**src/ffa_pkg.sv**
```systemverilog
`timescale 1ns / 1ps
`default_nettype none
// ----------------------------------------------------------------------------
// ffa_pkg
// Shared types and constants of the first-fit arena allocator.
// ----------------------------------------------------------------------------
package ffa_pkg;

    localparam int unsigned ARENA_BYTES = 4096;
    localparam int unsigned ADDR_W      = $clog2(ARENA_BYTES);
    localparam int unsigned SIZE_W      = ADDR_W + 1;
    localparam int unsigned WORD_BYTES  = 4;
    localparam int unsigned HDR_BYTES   = 3 * WORD_BYTES;
    localparam int unsigned BYTE_W      = 8;

    typedef enum logic [1:0] {
        OP_ALLOC = 2'd0,
        OP_FREE  = 2'd1,
        OP_FILL  = 2'd2,
        OP_READ  = 2'd3
    } t_op;

    typedef struct packed {
        t_op                 op;
        logic [SIZE_W-1:0]   count;
        logic [ADDR_W-1:0]   pos;
        logic [BYTE_W-1:0]   fill;
    } t_cmd;

    typedef struct packed {
        logic [ADDR_W-1:0]   offset;
        logic [BYTE_W-1:0]   rbyte;
        logic                ok;
    } t_rsp;

    typedef struct packed {
        logic                we;
        logic [ADDR_W-1:0]   addr;
        logic [BYTE_W-1:0]   data;
    } t_mem_wr;

endpackage
`default_nettype wire

```
**src/ffa_seq.sv**
```systemverilog
`timescale 1ns / 1ps
`default_nettype none
// ----------------------------------------------------------------------------
// ffa_seq
// Command sequencer: walks the in-band block list through the arena RAM,
// reading header words byte by byte and writing headers, links and data.
// ----------------------------------------------------------------------------
module ffa_seq (
    input  wire logic                        i_clk,
    input  wire logic                        i_rst_n,
    input  wire logic                        i_cfg_wr_en,
    input  wire logic [ffa_pkg::SIZE_W-1:0]  i_cfg_wr_data,
    input  wire logic                        i_cmd_valid,
    input  wire ffa_pkg::t_cmd               i_cmd,
    output      logic                        o_busy,
    output      logic                        o_rsp_valid,
    output      ffa_pkg::t_rsp               o_rsp,
    input  wire logic                        i_rsp_take,
    output      ffa_pkg::t_mem_wr            o_mem_wr,
    output      logic [ffa_pkg::ADDR_W-1:0]  o_mem_raddr,
    input  wire logic [ffa_pkg::BYTE_W-1:0]  i_mem_rdata
);

    localparam int unsigned AW = ffa_pkg::ADDR_W;
    localparam int unsigned SW = ffa_pkg::SIZE_W;
    localparam logic [SW:0] L_HDR  = (SW+1)'(ffa_pkg::HDR_BYTES);
    localparam logic [SW-1:0] L_CAP = SW'(ffa_pkg::ARENA_BYTES);
    localparam logic [AW-1:0] L_LAST = AW'(ffa_pkg::ARENA_BYTES - 1);

    typedef enum logic [4:0] {
        S_CLR, S_IDLE, S_RDB, S_RD0, S_RD1, S_RD2,
        S_AL_SZ, S_AL_NX, S_HDR, S_LINK,
        S_FD_CHK, S_FD_NX, S_FR_NX, S_FR_SZ,
        S_FL_TOP, S_FL_SZ, S_MSET, S_FL_NX, S_DONE
    } t_state;

    t_state             r_state, r_ret;
    logic [SW-1:0]      r_span;
    logic [AW-1:0]      r_first;
    logic               r_empty;
    logic [AW-1:0]      r_clr;
    ffa_pkg::t_op       r_op;
    logic [SW-1:0]      r_cnt;
    logic [AW-1:0]      r_pos;
    logic [7:0]         r_fv;
    logic [AW-1:0]      r_h, r_ph, r_nx, r_ra;
    logic               r_hasprev;
    logic [SW-1:0]      r_sz, r_word;
    logic [7:0]         r_lo;
    logic [3:0]         r_k;
    logic [AW-1:0]      r_ha, r_hn, r_hp;
    logic [SW-1:0]      r_hs;
    logic [AW-1:0]      r_l1a, r_l1v, r_l2a, r_l2v;
    logic               r_l1en, r_l2en;
    logic [AW-1:0]      r_ma;
    logic [SW-1:0]      r_mlen;
    logic [7:0]         r_mval;
    ffa_pkg::t_rsp      r_rsp;

    // Link word of a header, or zero when it does not point forward
    // to a header that lies inside the arena in use.
    function automatic logic [AW-1:0] next_ok(input logic [SW-1:0] w,
                                              input logic [AW-1:0] h,
                                              input logic [SW-1:0] e);
        logic bad;
        bad = (w == '0) || (w <= {1'b0, h}) || (({1'b0, w} + L_HDR) > {1'b0, e});
        return bad ? '0 : w[AW-1:0];
    endfunction

    // Little-endian byte of a header word; the upper two bytes are zero.
    function automatic logic [7:0] word_byte(input logic [SW-1:0] v,
                                             input logic [1:0] b);
        logic [7:0] res;
        res = '0;
        if (b == 2'd0) res = v[7:0];
        else if (b == 2'd1) res = 8'(v[SW-1:8]);
        return res;
    endfunction

    logic [SW:0]   c_need_in, c_need, c_end, c_room;
    logic [AW-1:0] c_nx;
    logic [SW-1:0] c_flen, c_fsz, c_fw;
    logic [SW-1:0] c_hval;

    always_comb begin
        c_need_in = L_HDR + {1'b0, i_cmd.count};
        c_need    = L_HDR + {1'b0, r_cnt};
        c_end     = {2'b0, r_h} + L_HDR + {1'b0, r_sz};
        c_nx      = next_ok(r_word, r_h, r_span);
        c_room    = {1'b0, r_span} - {2'b0, r_h} - L_HDR;
        c_flen    = ({1'b0, r_word} > c_room) ? (r_span - {1'b0, r_h})
                                              : SW'(L_HDR + {1'b0, r_word});
        c_fsz     = ({1'b0, r_word} > c_room) ? c_room[SW-1:0] : r_word;
        c_fw      = (r_cnt < c_fsz) ? r_cnt : c_fsz;
        unique case (r_k[3:2])
            2'd0:    c_hval = {1'b0, r_hn};
            2'd1:    c_hval = {1'b0, r_hp};
            default: c_hval = r_hs;
        endcase
    end

    // RAM ports
    always_comb begin
        o_mem_wr = '0;
        unique case (r_state)
            S_CLR: begin
                o_mem_wr.we   = 1'b1;
                o_mem_wr.addr = r_clr;
            end
            S_HDR: begin
                o_mem_wr.we   = 1'b1;
                o_mem_wr.addr = r_ha + AW'(r_k);
                o_mem_wr.data = word_byte(c_hval, r_k[1:0]);
            end
            S_LINK: begin
                o_mem_wr.we   = r_k[2] ? r_l2en : r_l1en;
                o_mem_wr.addr = (r_k[2] ? r_l2a : r_l1a) + AW'(r_k[1:0]);
                o_mem_wr.data = word_byte({1'b0, r_k[2] ? r_l2v : r_l1v}, r_k[1:0]);
            end
            S_MSET: begin
                o_mem_wr.we   = (r_mlen != '0);
                o_mem_wr.addr = r_ma;
                o_mem_wr.data = r_mval;
            end
            default: ;
        endcase
        unique case (r_state)
            S_IDLE:  o_mem_raddr = i_cmd.pos;
            S_RD1:   o_mem_raddr = r_ra + AW'(1);
            default: o_mem_raddr = r_ra;
        endcase
    end

    assign o_busy      = (r_state != S_IDLE);
    assign o_rsp_valid = (r_state == S_DONE);
    assign o_rsp       = r_rsp;

    always_ff @(posedge i_clk) begin
        if (!i_rst_n) begin
            r_state <= S_CLR;
            r_ret   <= S_IDLE;
            r_clr   <= '0;
            r_span  <= L_CAP;
            r_first <= '0;
            r_empty <= 1'b1;
            r_k     <= '0;
        end else if (i_cfg_wr_en) begin
            r_state <= S_CLR;
            r_clr   <= '0;
            r_span  <= (i_cfg_wr_data > L_CAP) ? L_CAP : i_cfg_wr_data;
            r_first <= '0;
            r_empty <= 1'b1;
        end else begin
            unique case (r_state)
                S_CLR: begin
                    r_clr <= r_clr + AW'(1);
                    if (r_clr == L_LAST) r_state <= S_IDLE;
                end
                S_IDLE: begin
                    if (i_cmd_valid) begin
                        r_op      <= i_cmd.op;
                        r_cnt     <= i_cmd.count;
                        r_pos     <= i_cmd.pos;
                        r_fv      <= i_cmd.fill;
                        r_h       <= r_first;
                        r_hasprev <= 1'b0;
                        r_ph      <= '0;
                        r_k       <= '0;
                        r_l1en    <= 1'b0;
                        r_l2en    <= 1'b0;
                        r_hs      <= i_cmd.count;
                        r_hp      <= '0;
                        r_ha      <= '0;
                        unique case (i_cmd.op)
                            ffa_pkg::OP_ALLOC: begin
                                if (r_empty) begin
                                    if (c_need_in > {1'b0, r_span}
                                        || L_HDR >= {1'b0, r_span}) begin
                                        r_rsp   <= '0;
                                        r_state <= S_DONE;
                                    end else begin
                                        r_hn    <= '0;
                                        r_first <= '0;
                                        r_empty <= 1'b0;
                                        r_rsp   <= '{offset: AW'(L_HDR), rbyte: 8'h00,
                                                     ok: 1'b1};
                                        r_state <= S_HDR;
                                    end
                                end else if (c_need_in <= {2'b0, r_first}) begin
                                    r_hn    <= r_first;
                                    r_l1en  <= 1'b1;
                                    r_l1a   <= r_first + AW'(4);
                                    r_l1v   <= '0;
                                    r_first <= '0;
                                    r_rsp   <= '{offset: AW'(L_HDR), rbyte: 8'h00,
                                                 ok: 1'b1};
                                    r_state <= S_HDR;
                                end else begin
                                    r_rsp   <= '0;
                                    r_ra    <= r_first + AW'(8);
                                    r_ret   <= S_AL_SZ;
                                    r_state <= S_RD0;
                                end
                            end
                            ffa_pkg::OP_FREE, ffa_pkg::OP_FILL: begin
                                r_rsp   <= '0;
                                r_state <= r_empty ? S_DONE : S_FD_CHK;
                            end
                            ffa_pkg::OP_READ: begin
                                r_rsp   <= '0;
                                r_state <= ({1'b0, i_cmd.pos} < r_span) ? S_RDB : S_DONE;
                            end
                        endcase
                    end
                end
                S_RDB: begin
                    r_rsp.rbyte <= i_mem_rdata;
                    r_rsp.ok    <= 1'b1;
                    r_state     <= S_DONE;
                end
                S_RD0: r_state <= S_RD1;
                S_RD1: begin
                    r_lo    <= i_mem_rdata;
                    r_state <= S_RD2;
                end
                S_RD2: begin
                    r_word  <= {i_mem_rdata[SW-9:0], r_lo};
                    r_state <= r_ret;
                end
                S_AL_SZ: begin
                    r_sz    <= r_word;
                    r_ra    <= r_h;
                    r_ret   <= S_AL_NX;
                    r_state <= S_RD0;
                end
                S_AL_NX: begin
                    if (c_nx != '0) begin
                        if ({2'b0, c_nx} >= c_end && ({2'b0, c_nx} - c_end) >= c_need) begin
                            r_ha         <= c_end[AW-1:0];
                            r_hn         <= c_nx;
                            r_hp         <= r_h;
                            r_l1en       <= 1'b1;
                            r_l1a        <= r_h;
                            r_l1v        <= c_end[AW-1:0];
                            r_l2en       <= 1'b1;
                            r_l2a        <= c_nx + AW'(4);
                            r_l2v        <= c_end[AW-1:0];
                            r_rsp.offset <= c_end[AW-1:0] + AW'(L_HDR);
                            r_rsp.ok     <= 1'b1;
                            r_state      <= S_HDR;
                        end else begin
                            r_h     <= c_nx;
                            r_ra    <= c_nx + AW'(8);
                            r_ret   <= S_AL_SZ;
                            r_state <= S_RD0;
                        end
                    end else if (c_end <= {1'b0, r_span}
                                 && c_need <= ({1'b0, r_span} - c_end)
                                 && (c_end + L_HDR) < {1'b0, r_span}) begin
                        r_ha         <= c_end[AW-1:0];
                        r_hn         <= '0;
                        r_hp         <= r_h;
                        r_l1en       <= 1'b1;
                        r_l1a        <= r_h;
                        r_l1v        <= c_end[AW-1:0];
                        r_rsp.offset <= c_end[AW-1:0] + AW'(L_HDR);
                        r_rsp.ok     <= 1'b1;
                        r_state      <= S_HDR;
                    end else begin
                        r_state <= S_DONE;
                    end
                end
                S_HDR: begin
                    if (r_k == 4'd11) begin
                        r_k     <= '0;
                        r_state <= S_LINK;
                    end else begin
                        r_k <= r_k + 4'd1;
                    end
                end
                S_LINK: begin
                    if (r_k == 4'd7) begin
                        r_k     <= '0;
                        r_state <= (r_op == ffa_pkg::OP_FREE) ? S_MSET : S_DONE;
                    end else begin
                        r_k <= r_k + 4'd1;
                    end
                end
                S_FD_CHK: begin
                    if (({1'b0, r_h} + SW'(L_HDR)) == {1'b0, r_pos}) begin
                        r_rsp.ok <= 1'b1;
                        if (r_op == ffa_pkg::OP_FREE) begin
                            r_ra    <= r_h;
                            r_ret   <= S_FR_NX;
                            r_state <= S_RD0;
                        end else begin
                            r_state <= S_FL_TOP;
                        end
                    end else begin
                        r_ra    <= r_h;
                        r_ret   <= S_FD_NX;
                        r_state <= S_RD0;
                    end
                end
                S_FD_NX: begin
                    if (c_nx == '0) begin
                        r_state <= S_DONE;
                    end else begin
                        r_ph      <= r_h;
                        r_hasprev <= 1'b1;
                        r_h       <= c_nx;
                        r_state   <= S_FD_CHK;
                    end
                end
                S_FR_NX: begin
                    r_nx    <= c_nx;
                    r_ra    <= r_h + AW'(8);
                    r_ret   <= S_FR_SZ;
                    r_state <= S_RD0;
                end
                S_FR_SZ: begin
                    r_l1en <= r_hasprev;
                    r_l1a  <= r_ph;
                    r_l1v  <= r_nx;
                    r_l2en <= (r_nx != '0);
                    r_l2a  <= r_nx + AW'(4);
                    r_l2v  <= r_hasprev ? r_ph : '0;
                    if (!r_hasprev) begin
                        if (r_nx == '0) begin
                            r_empty <= 1'b1;
                            r_first <= '0;
                        end else begin
                            r_first <= r_nx;
                        end
                    end
                    r_ma    <= r_h;
                    r_mval  <= '0;
                    r_mlen  <= c_flen;
                    r_k     <= '0;
                    r_state <= S_LINK;
                end
                S_FL_TOP: begin
                    if (r_cnt == '0) begin
                        r_state <= S_DONE;
                    end else begin
                        r_ra    <= r_h + AW'(8);
                        r_ret   <= S_FL_SZ;
                        r_state <= S_RD0;
                    end
                end
                S_FL_SZ: begin
                    r_ma    <= r_h + AW'(L_HDR);
                    r_mlen  <= c_fw;
                    r_mval  <= r_fv;
                    r_cnt   <= r_cnt - c_fw;
                    r_state <= S_MSET;
                end
                S_MSET: begin
                    if (r_mlen != '0) begin
                        r_ma   <= r_ma + AW'(1);
                        r_mlen <= r_mlen - SW'(1);
                    end else if (r_op == ffa_pkg::OP_FILL) begin
                        r_ra    <= r_h;
                        r_ret   <= S_FL_NX;
                        r_state <= S_RD0;
                    end else begin
                        r_state <= S_DONE;
                    end
                end
                S_FL_NX: begin
                    if (c_nx == '0) begin
                        r_state <= S_DONE;
                    end else begin
                        r_h     <= c_nx;
                        r_state <= S_FL_TOP;
                    end
                end
                S_DONE: begin
                    if (i_rsp_take) r_state <= S_IDLE;
                end
                default: r_state <= S_IDLE;
            endcase
        end
    end

    // An empty list always points at the arena base.
    a_empty_first: assert property (@(posedge i_clk) disable iff (!i_rst_n)
        r_empty |-> (r_first == '0))
        else $error("empty list with nonzero first block");

    // The idle sequencer leaves the arena untouched.
    a_idle_no_write: assert property (@(posedge i_clk) disable iff (!i_rst_n)
        (r_state == S_IDLE) |-> !o_mem_wr.we)
        else $error("arena write while idle");

    // New headers always lie inside the arena in use.
    a_hdr_in_span: assert property (@(posedge i_clk) disable iff (!i_rst_n)
        (r_state == S_HDR) |-> ({1'b0, o_mem_wr.addr} < r_span))
        else $error("header written beyond arena end");

endmodule
`default_nettype wire

```
**config.mk**
```make
export PLATFORM = sky130hd
export DESIGN_NAME = ffa_seq
export DESIGN_NICKNAME = d
export VERILOG_FILES = /design/src/ffa_pkg.sv /design/src/ffa_seq.sv
export SDC_FILE = /design/constraint.sdc
export NUM_CORES = 1
export LEC_CHECK = 0
export ABC_AREA = 1
export BUFFER_PORTS_ARGS = -buffer_cell sky130_fd_sc_hd__buf_2
export CAP_MARGIN = 0
export CELL_PAD_IN_SITES_DETAIL_PLACEMENT = 0
export CELL_PAD_IN_SITES_GLOBAL_PLACEMENT = 2
export CORE_AREA = 2 2 246 248
export CTS_CLUSTER_SIZE = 12
export DETAILED_ROUTE_END_ITERATION = 10
export DIE_AREA = 0 0 248 250
export GPL_ROUTABILITY_DRIVEN = 0
export PLACE_DENSITY_LB_ADDON = 0.1
export REMOVE_ABC_BUFFERS = 1
export SLEW_MARGIN = 20
export SYNTH_ARGS = -nofsm -noshare
export SYNTH_HDL_FRONTEND = slang
export SYNTH_SLANG_ARGS = --single-unit
```
**constraint.sdc**
```tcl
create_clock -name i_clk -period 22.4 [get_ports i_clk]
set_input_delay 4.48 -clock i_clk [delete_from_list [all_inputs] [get_ports i_clk]]
set_output_delay 4.48 -clock i_clk [all_outputs]
set_load 0.1 [all_outputs]
```
Word-level counts from Yosys, hierarchy flattened
Index checks and enable logic that the tools add are counted.
{"block": "classes", "addsub": 28, "magnitude_cmp": 14, "n_eq_ne": 56, "n_mux": 153, "bitwise_logic": 2, "reduce_logical": 59}
{"operator": "$mux 12", "count": 55}
{"operator": "$pmux 12 s2", "count": 9}
{"operator": "$mux 5", "count": 29}
{"operator": "$pmux 12 s3", "count": 4}
{"operator": "$mux 13", "count": 8}
{"operator": "$pmux 5 s18", "count": 1}
{"operator": "$pmux 12 s7", "count": 1}
{"operator": "$add 12x4->12 const B", "count": 5}
{"operator": "$pmux 13 s2", "count": 2}
{"operator": "$pmux 13 s4", "count": 1}
{"operator": "$add 4x13->14 const A", "count": 3}
{"operator": "$mux 21", "count": 2}
{"operator": "$pmux 21 s2", "count": 1}
{"operator": "$eq 5x4->1 const B", "count": 8}
{"operator": "$ne 2x2->1 const B", "count": 20}
{"operator": "$pmux 13 s3", "count": 1}
{"operator": "$add 12x1->12 const B", "count": 3}
{"operator": "$add 12x3->12 const B", "count": 3}
{"operator": "$pmux 5 s7", "count": 1}
{"operator": "$pmux 8 s2", "count": 2}
{"operator": "$reduce_and 6->1", "count": 5}
{"operator": "$gt 14x13->1", "count": 2}
{"operator": "$mux 4", "count": 7}
{"operator": "$add 12x4->13 const B", "count": 2}
{"operator": "68 further kinds", "count": 137}
{"block": "word_totals", "register_bits": 323, "out_inout_bits": 56, "word_cells": 347}

Depth between registers and ports, before layout
Gate-level depths: netlist of run 1.
{"block": "depth", "depth_word": 10, "depth_mapped": 52, "mapped_depth_nobuf": 49}

Worst setup path after synthesis of run 1
OpenSTA, ideal clock, no wires.
{"block": "synth_timing", "path_type": "input to output", "startpoint": "input i_cmd[12] in the netlist's numbering", "endpoint": "output o_mem_raddr[4] in the netlist's numbering", "t_arrival_ns": 5.548, "required_time_ns": 17.920, "slack_ns": 12.372, "stages": 2, "n_path_buf": 0, "path_cell_list": "a21oi_1 > o21ai_0"}
{"block": "synth_via", "elab_chain_len": 1}
{"element": "from (decl)", "line": "ffa_seq.sv:14", "text": "input wire ffa_pkg::t_cmd i_cmd,"}
{"element": "$pmux 12 s2", "line": "ffa_seq.sv:127", "text": "unique case (r_state)"}
{"element": "to (decl)", "line": "ffa_seq.sv:20", "text": "output logic [ffa_pkg::ADDR_W-1:0] o_mem_raddr,"}
Every way passes these cells.

Final worst setup path of run 1
{"block": "layout_timing", "startpoint": "input i_cmd[14] in the netlist's numbering", "endpoint": "output o_mem_raddr[6] in the netlist's numbering"}
Same word-level chain as after synthesis.

==> results of run 1 <==
[stage by stage]
step | util (%) | cell area, sq um
6_report | 45.47 | 27090
5_1_grt | 45.47 | 27090
4_1_cts | 45.46 | 27080
3_5_place_dp | 43.08 | 25660
3_3_place_gp | 43.07 | 25650
2_1_floorplan | - | 23780
[per-layer routing]
| layer | vias to the layer above | wire (um) | share of wire, % | global-route usage (%) |
|---|---|---|---|---|
| met5 | - | 13 | 0.013 | 0 |
| met4 | 2 | 5540 | 5.6 | 15.60 |
| met3 | 215 | 5765 | 5.8 | 4.129 |
| met2 | 796 | 46490 | 47 | 52.38 |
| met1 | 10620 | 40830 | 41 | 40.23 |
| li1 | 10440 | - | - | - |
[power by group through the flow]
stage	logic (mW)	registers (mW)	clock network [mW]
after floorplan	0.0887	0.656	0
after global placement	0.137	0.657	0
after detailed placement	0.139	0.657	0
after CTS	0.140	0.644	0.711
after global routing	0.156	0.644	0.730
final	0.141	0.644	0.701
[final timing paths]
path	to	cells after the start	slack, ns
setup / recovery	o_mem_raddr[6]	4	12.71
hold / removal	r_word[3]$_DFFE_PP_	0	0.42
setup reg to reg	r_cnt[11]$_DFFE_PP_	43	13.49
hold reg to reg	r_word[3]$_DFFE_PP_	0	0.42
[logic make-up after synthesis]
logic type      Yosys count
simple gates           1177
compound gates          602
buf+inv                 513
flops                   321
fa+ha+maj               256
xor+xnor                 95
mux                       8
[layout by cell type, fill, tap and decap left out, types with 35 or more instances in the layout]
cell type	netlist	final
nor2_1	334	329
nand3_1	125	125
nand2_1	527	526
edfxtp_1	269	269
clkbuf_16	0	43
nand4_1	38	38
ha_1	246	246
xor2_1	70	69
inv_1	416	416
buf_2	14	116
buf_4	5	35
a21oi_1	197	195
o21ai_0	194	194
dfxtp_1	52	52
nor3_1	47	46
[sequential cells by signal, indices dropped and copies added (netlist names), 13 cells and up]
signal,count
r_span,13
r_sz,13
o_rsp,19
r_mlen,13
r_hs,13
r_word,13
r_cnt,13
[cell usage after synthesis, types with 17 or more instances]
| library cell | count | share of area, % |
|---|---|---|
| nand3_1 | 125 | 2.6 |
| o22ai_1 | 34 | 0.88 |
| o211ai_1 | 32 | 1.0 |
| xnor2_1 | 24 | 0.87 |
| a21oi_1 | 197 | 4.1 |
| nand4_1 | 38 | 0.99 |
| nor3_1 | 47 | 0.98 |
| o221ai_1 | 19 | 0.69 |
| nor4_1 | 19 | 0.49 |
| inv_2 | 32 | 0.50 |
| clkbuf_1 | 35 | 0.55 |
| or2_2 | 17 | 0.44 |
| o21ai_0 | 194 | 4.0 |
| nand2_1 | 527 | 8.2 |
| edfxtp_1 | 269 | 34 |
| inv_1 | 416 | 6.5 |
| ha_1 | 246 | 13 |
| dfxtp_1 | 52 | 4.3 |
| xor2_1 | 70 | 2.6 |
| nor2_1 | 334 | 5.2 |
[critical path: stages]
cell      delay, ns
buf_2          0.11
nand2_1        0.05
o211ai_1       0.12
buf_2          0.45
[cell type report]
type	instances	area [sq um]	area share [%]
antenna	1	2.502	0.009238
clock buffer	54	1147	4.236
clock inverter	23	274.0	1.012
inverter	455	1713	6.323
multi-input combinational	2138	13010	48.03
sequential	321	9119	33.66
tap	782	978.4	3.612
timing repair buffer	151	843.3	3.113
==> flow_summary.json, run 1 <==
{
  "power_frac_seq_pct": 43.3,
  "criticalPathCategory": "in -> out",
  "pin_count": 117,
  "r2r_start": "r_h[3]$_DFFE_PP_",
  "p_int_mw": 1.093,
  "dpl_worst_slack_ns": 12.71,
  "critPathCaptureType": "output pin",
  "p_leak_nw": 11.81,
  "worst_slack_ns": 12.71,
  "synth_xor_area_share_pct": 3.493,
  "vias": 22080,
  "core_region_area_sq_mm": 0.05957,
  "grt_pass1_vias": 21210,
  "worst_clock_skew_ns": 0.03979,
  "synthArstFlopShare_pct": 0,
  "crit_arrival_ns": 5.21,
  "finalSetupTns_ns": 0,
  "insertion_delay_ns": 0.62,
  "maxSlewHeadroom_pct": 32.91,
  "ys.flop_type": "edfxtp_1",
  "grt_max_degree": 57,
  "cts_sinks": 321,
  "cts_setup_buffers": 0,
  "area_delta_synth_final_pct": 12.69,
  "setup_viol": 0,
  "layout.cells.non_filler": 3925,
  "io_buffers": 116,
  "cts_root_buffer": "clkbuf_16",
  "place_inst": 3847,
  "synth-simple-area-share_pct": 21.59,
  "synth-seq-cells": 321,
  "fillers": 5931,
  "die_y_um": 250,
  "drtIter0Drc": 1792,
  "startpoint": "i_cmd[14]",
  "drcViolationCount": 0,
  "drive_above_1_share_pct": 10.85,
  "ys_types": 71,
  "min_from": "r_lo[3]$_DFFE_PP_",
  "wirelength_um": 98650,
  "power_mw": 1.487,
  "p_switching_mw": 0.3936,
  "clkPwrFrac_pct": 47.2,
  "max_clock_freq_mhz": 103.1,
  "die-area_sq_mm": 0.06200,
  "hold_viol_final": 0,
  "first_pass_iters": 5,
  "swShare_pct": 26.48,
  "syn-cell-area_sq_mm": 0.02404,
  "combPwrFrac_pct": 9.5,
  "grt_pass1_wl_um": 141400,
  "cts_hold_buf": 0,
  "tightest_slew_ns": 1.003,
  "synthCells": 2972,
  "antenna_left": 0,
  "wire_per_inst_um": 25.13,
  "synthMuxAreaShare_pct": 0.3331,
  "cts_tree": "built",
  "ctsHtreeMaxLevel": 2,
  "ctsResizeCount": 0,
  "syn_avg_cell_area_sq_um": 8.088,
  "die_w_um": 248,
  "synth_compound_area_share_pct": 14.83,
  "critPathMaxFanout": 3,
  "initial_utilization_pct": 40.35,
  "grt_setup_unrepaired": "no",
  "synthAdderAreaFrac_pct": 13.64,
  "synth-edff-count": 269,
  "cts-buffers-inserted": 42,
  "worst_setup_path_start_kind": "input pin",
  "period_needed_ns": 9.695,
  "slew_violations": 0,
  "num_rows": 90,
  "antenna_found_initial": 3,
  "synth_top_family_by_area": "simple AND/OR/NAND/NOR gates",
  "outcome": "finished clean",
  "grt_use_total_pct": 31.58,
  "nets": 3426,
  "vdd_drop_max_mv": 0.06671,
  "ys_seq_area_share_pct": 37.93,
  "hold-worst-slack_ns": 0.4154,
  "max_cap_violations": 0,
  "p_per_area_mw_per_mm2": 54.88,
  "period_share_pct": 43.28,
  "hpwl_um": 76430,
  "gr-total-overflow": 0,
  "hp-class": "reg -> reg",
  "viasPerCell": 5.624,
  "clkTransAtPathRegs_ns": 0.05,
  "ys_warn_count": 0,
  "critical_path_required_ns": 17.92,
  "clockBufferDepth": 3
}
(Power assumes the default switching activity.)
==> inputs of run 2 (changes only) <==
- CORE_AREA: 2 2 246 248 -> 2 2 255 257
- DIE_AREA: 0 0 248 250 -> 0 0 257 259
- clock period: 22.4 -> 9.7 ns (I/O delays scaled with it)
==> run 2 against run 1 <==
Against the previous run:
- first-iteration DRC count up 3.6%
- combinational power up 140%
- utilization down 2.9 points
- via count up 0.72%
- cell count up 2.1%
- register-to-register slack worse by 12 ns
- sequential power up 130%
- global-route usage down 1.4 points
- worst setup slack worse by 12 ns
- clock-buffer cell count down 5
- clock skew down 0.0097 ns
- critical endpoint is now r_cnt[11]$_DFFE_PP_
==> flow_summary.json, run 2 (synthesis gave the netlist of run 1 again) <==
{
  "multi_input_area_sq_mm": 0.01302,
  "power_mw": 3.415,
  "cpPeakStageDelay_ns": 0.69,
  "power_frac_seq_pct": 43.5,
  "period_needed_ns": 8.694,
  "finalSetupTns_ns": 0,
  "p_switching_mw": 0.9086,
  "max_cap_violations": 0,
  "hold_viol_final": 0,
  "slowest_stage": "inv_1",
  "ctsResizeCount": 0,
  "clkTransAtPathRegs_ns": 0.06,
  "p_per_area_mw_per_mm2": 125.5,
  "max_clock_freq_mhz": 115.0,
  "clkPwrFrac_pct": 46.7,
  "nets": 3434,
  "worst_clock_skew_ns": 0.03012,
  "crit_arrival_ns": 9.02,
  "cts_root_buffer": "clkbuf_16",
  "final_common_cell": "nand2_1",
  "critPathCaptureType": "register",
  "drtIter0Drc": 1857,
  "pin_count": 117,
  "slew_violations": 0,
  "cts_tree": "built",
  "combPwrFrac_pct": 9.7,
  "tightest_slew_ns": 0.9878,
  "layout_common_cells": "nand2_1 (526), inv_1 (416), nor2_1 (329), edfxtp_1 (269), ha_1 (246)",
  "ctsHtreeMaxLevel": 2,
  "io_buffers": 116,
  "area_delta_synth_final_pct": 13.23,
  "cts_hold_buf": 0,
  "outcome": "finished clean",
  "swShare_pct": 26.61,
  "die_w_um": 257,
  "wire_per_inst_um": 25.30,
  "cts-buffers-inserted": 41,
  "grt_pass1_vias": 21790,
  "cts_sinks": 321,
  "initial_utilization_pct": 37.63,
  "hpwl_um": 79500,
  "hp-class": "reg -> reg",
  "gr-total-overflow": 0,
  "largest_register_ffs": 19,
  "viasPerCell": 5.549,
  "place_area_sq_mm": 0.02583,
  "antenna_left": 0,
  "grt_setup_unrepaired": "no",
  "period_share_pct": 89.62,
  "p_leak_nw": 11.83,
  "regArea_sq_mm": 0.009119,
  "critical_path_required_ns": 10.03,
  "worst_path_most_repeated_cell": "nand2_1",
  "drcViolationCount": 0,
  "clockBufferDepth": 3,
  "vias": 22240,
  "first_pass_iters": 5,
  "die-area_sq_mm": 0.06656,
  "grt_max_degree": 58,
  "fillers": 6419,
  "p_int_mw": 2.506,
  "grt_use_total_pct": 30.16,
  "die_y_um": 259,
  "insertion_delay_ns": 0.61,
  "criticalPathCategory": "reg -> reg",
  "maxSlewHeadroom_pct": 34.09,
  "num_rows": 93,
  "grt_pass1_wl_um": 146500,
  "core_region_area_sq_mm": 0.06388,
  "wirelength_um": 101400,
  "critPathMaxFanout": 29,
  "vdd_drop_max_mv": 0.1244,
  "cts_setup_buffers": 0,
  "antenna_found_initial": 5,
  "setup_viol": 0,
  "drive_above_1_share_pct": 11.14,
  "worst_setup_path_start_kind": "register",
  "postLayoutCellArea_sq_mm": 0.02722
}
## run 2: cell types whose count changed in the layout (fill, tap and decap cells not counted), moves of 2 or more
cell,before,now
buf_4,35,44
clkbuf_1,8,6
clkbuf_16,43,41
inv_6,0,2
o21ai_0,194,192
o21ai_1,16,18
## run 2: path summary, 6_finish.rpt
kind | slack (ns) | cells after the start | to | from
worst max-delay path | 1.01 | 44 | r_cnt[11]$_DFFE_PP_ | r_h[1]$_DFFE_PP_
worst min-delay path | 0.42 | 0 | r_word[6]$_DFFE_PP_ | r_lo[6]$_DFFE_PP_
worst max register to register | 1.01 | 44 | r_cnt[11]$_DFFE_PP_ | r_h[1]$_DFFE_PP_
worst min register to register | 0.42 | 0 | r_word[6]$_DFFE_PP_ | r_lo[6]$_DFFE_PP_
## run 2: layout make-up
type	instances	area share [%]
clock buffer	49	3.953
antenna	2	0.01839
sequential	321	33.50
multi-input combinational	2138	47.83
tap	855	3.930
clock inverter	27	1.126
inverter	455	6.293
timing repair buffer	160	3.347
## run 2: per-stage QoR
step                      setup slack (ns)  hold WS, ns  utilization, %  cells
after global routing               0.08035       0.4261           42.60   4006
final                                1.006       0.4171           42.61   4007
after detailed placement            0.9215       0.4045           40.43   3929
after global placement               1.106       0.4028           40.42   3929
after floorplan                      1.316       0.4003               -   2914
after CTS                           0.8594       0.4182           42.59   4005
## run 2: metal layers
layer	vias up	wire length, um	share of wire [%]	track usage [%]
met4	6	5368	5.3	14.39
met3	228	6373	6.3	4.657
met5	-	40	0.039	0
li1	10460	-	-	-
met1	10710	42090	42	37.90
met2	827	47510	47	50.79
## run 2: worst max-delay path: cells and delay by family (launching register included)
kind | cells | cell delay (ns)
buffers and inverters | 4 | 1.27
AO/OA/AOI/OAI | 10 | 1.99
AND/OR/NAND/NOR | 23 | 2.45
XOR/XNOR | 1 | 0.18
adder cells (fa/ha/maj) | 6 | 2.06
flip-flops | 1 | 0.44
## run 2: power by group through the flow
stage | combinational, mW | sequential [mW] | clock (mW)
global route | 0.370 | 1.49 | 1.66
global placement | 0.324 | 1.52 | 0
finish | 0.332 | 1.49 | 1.60
floorplan | 0.205 | 1.51 | 0
CTS | 0.330 | 1.49 | 1.61
detailed placement | 0.328 | 1.52 | 0
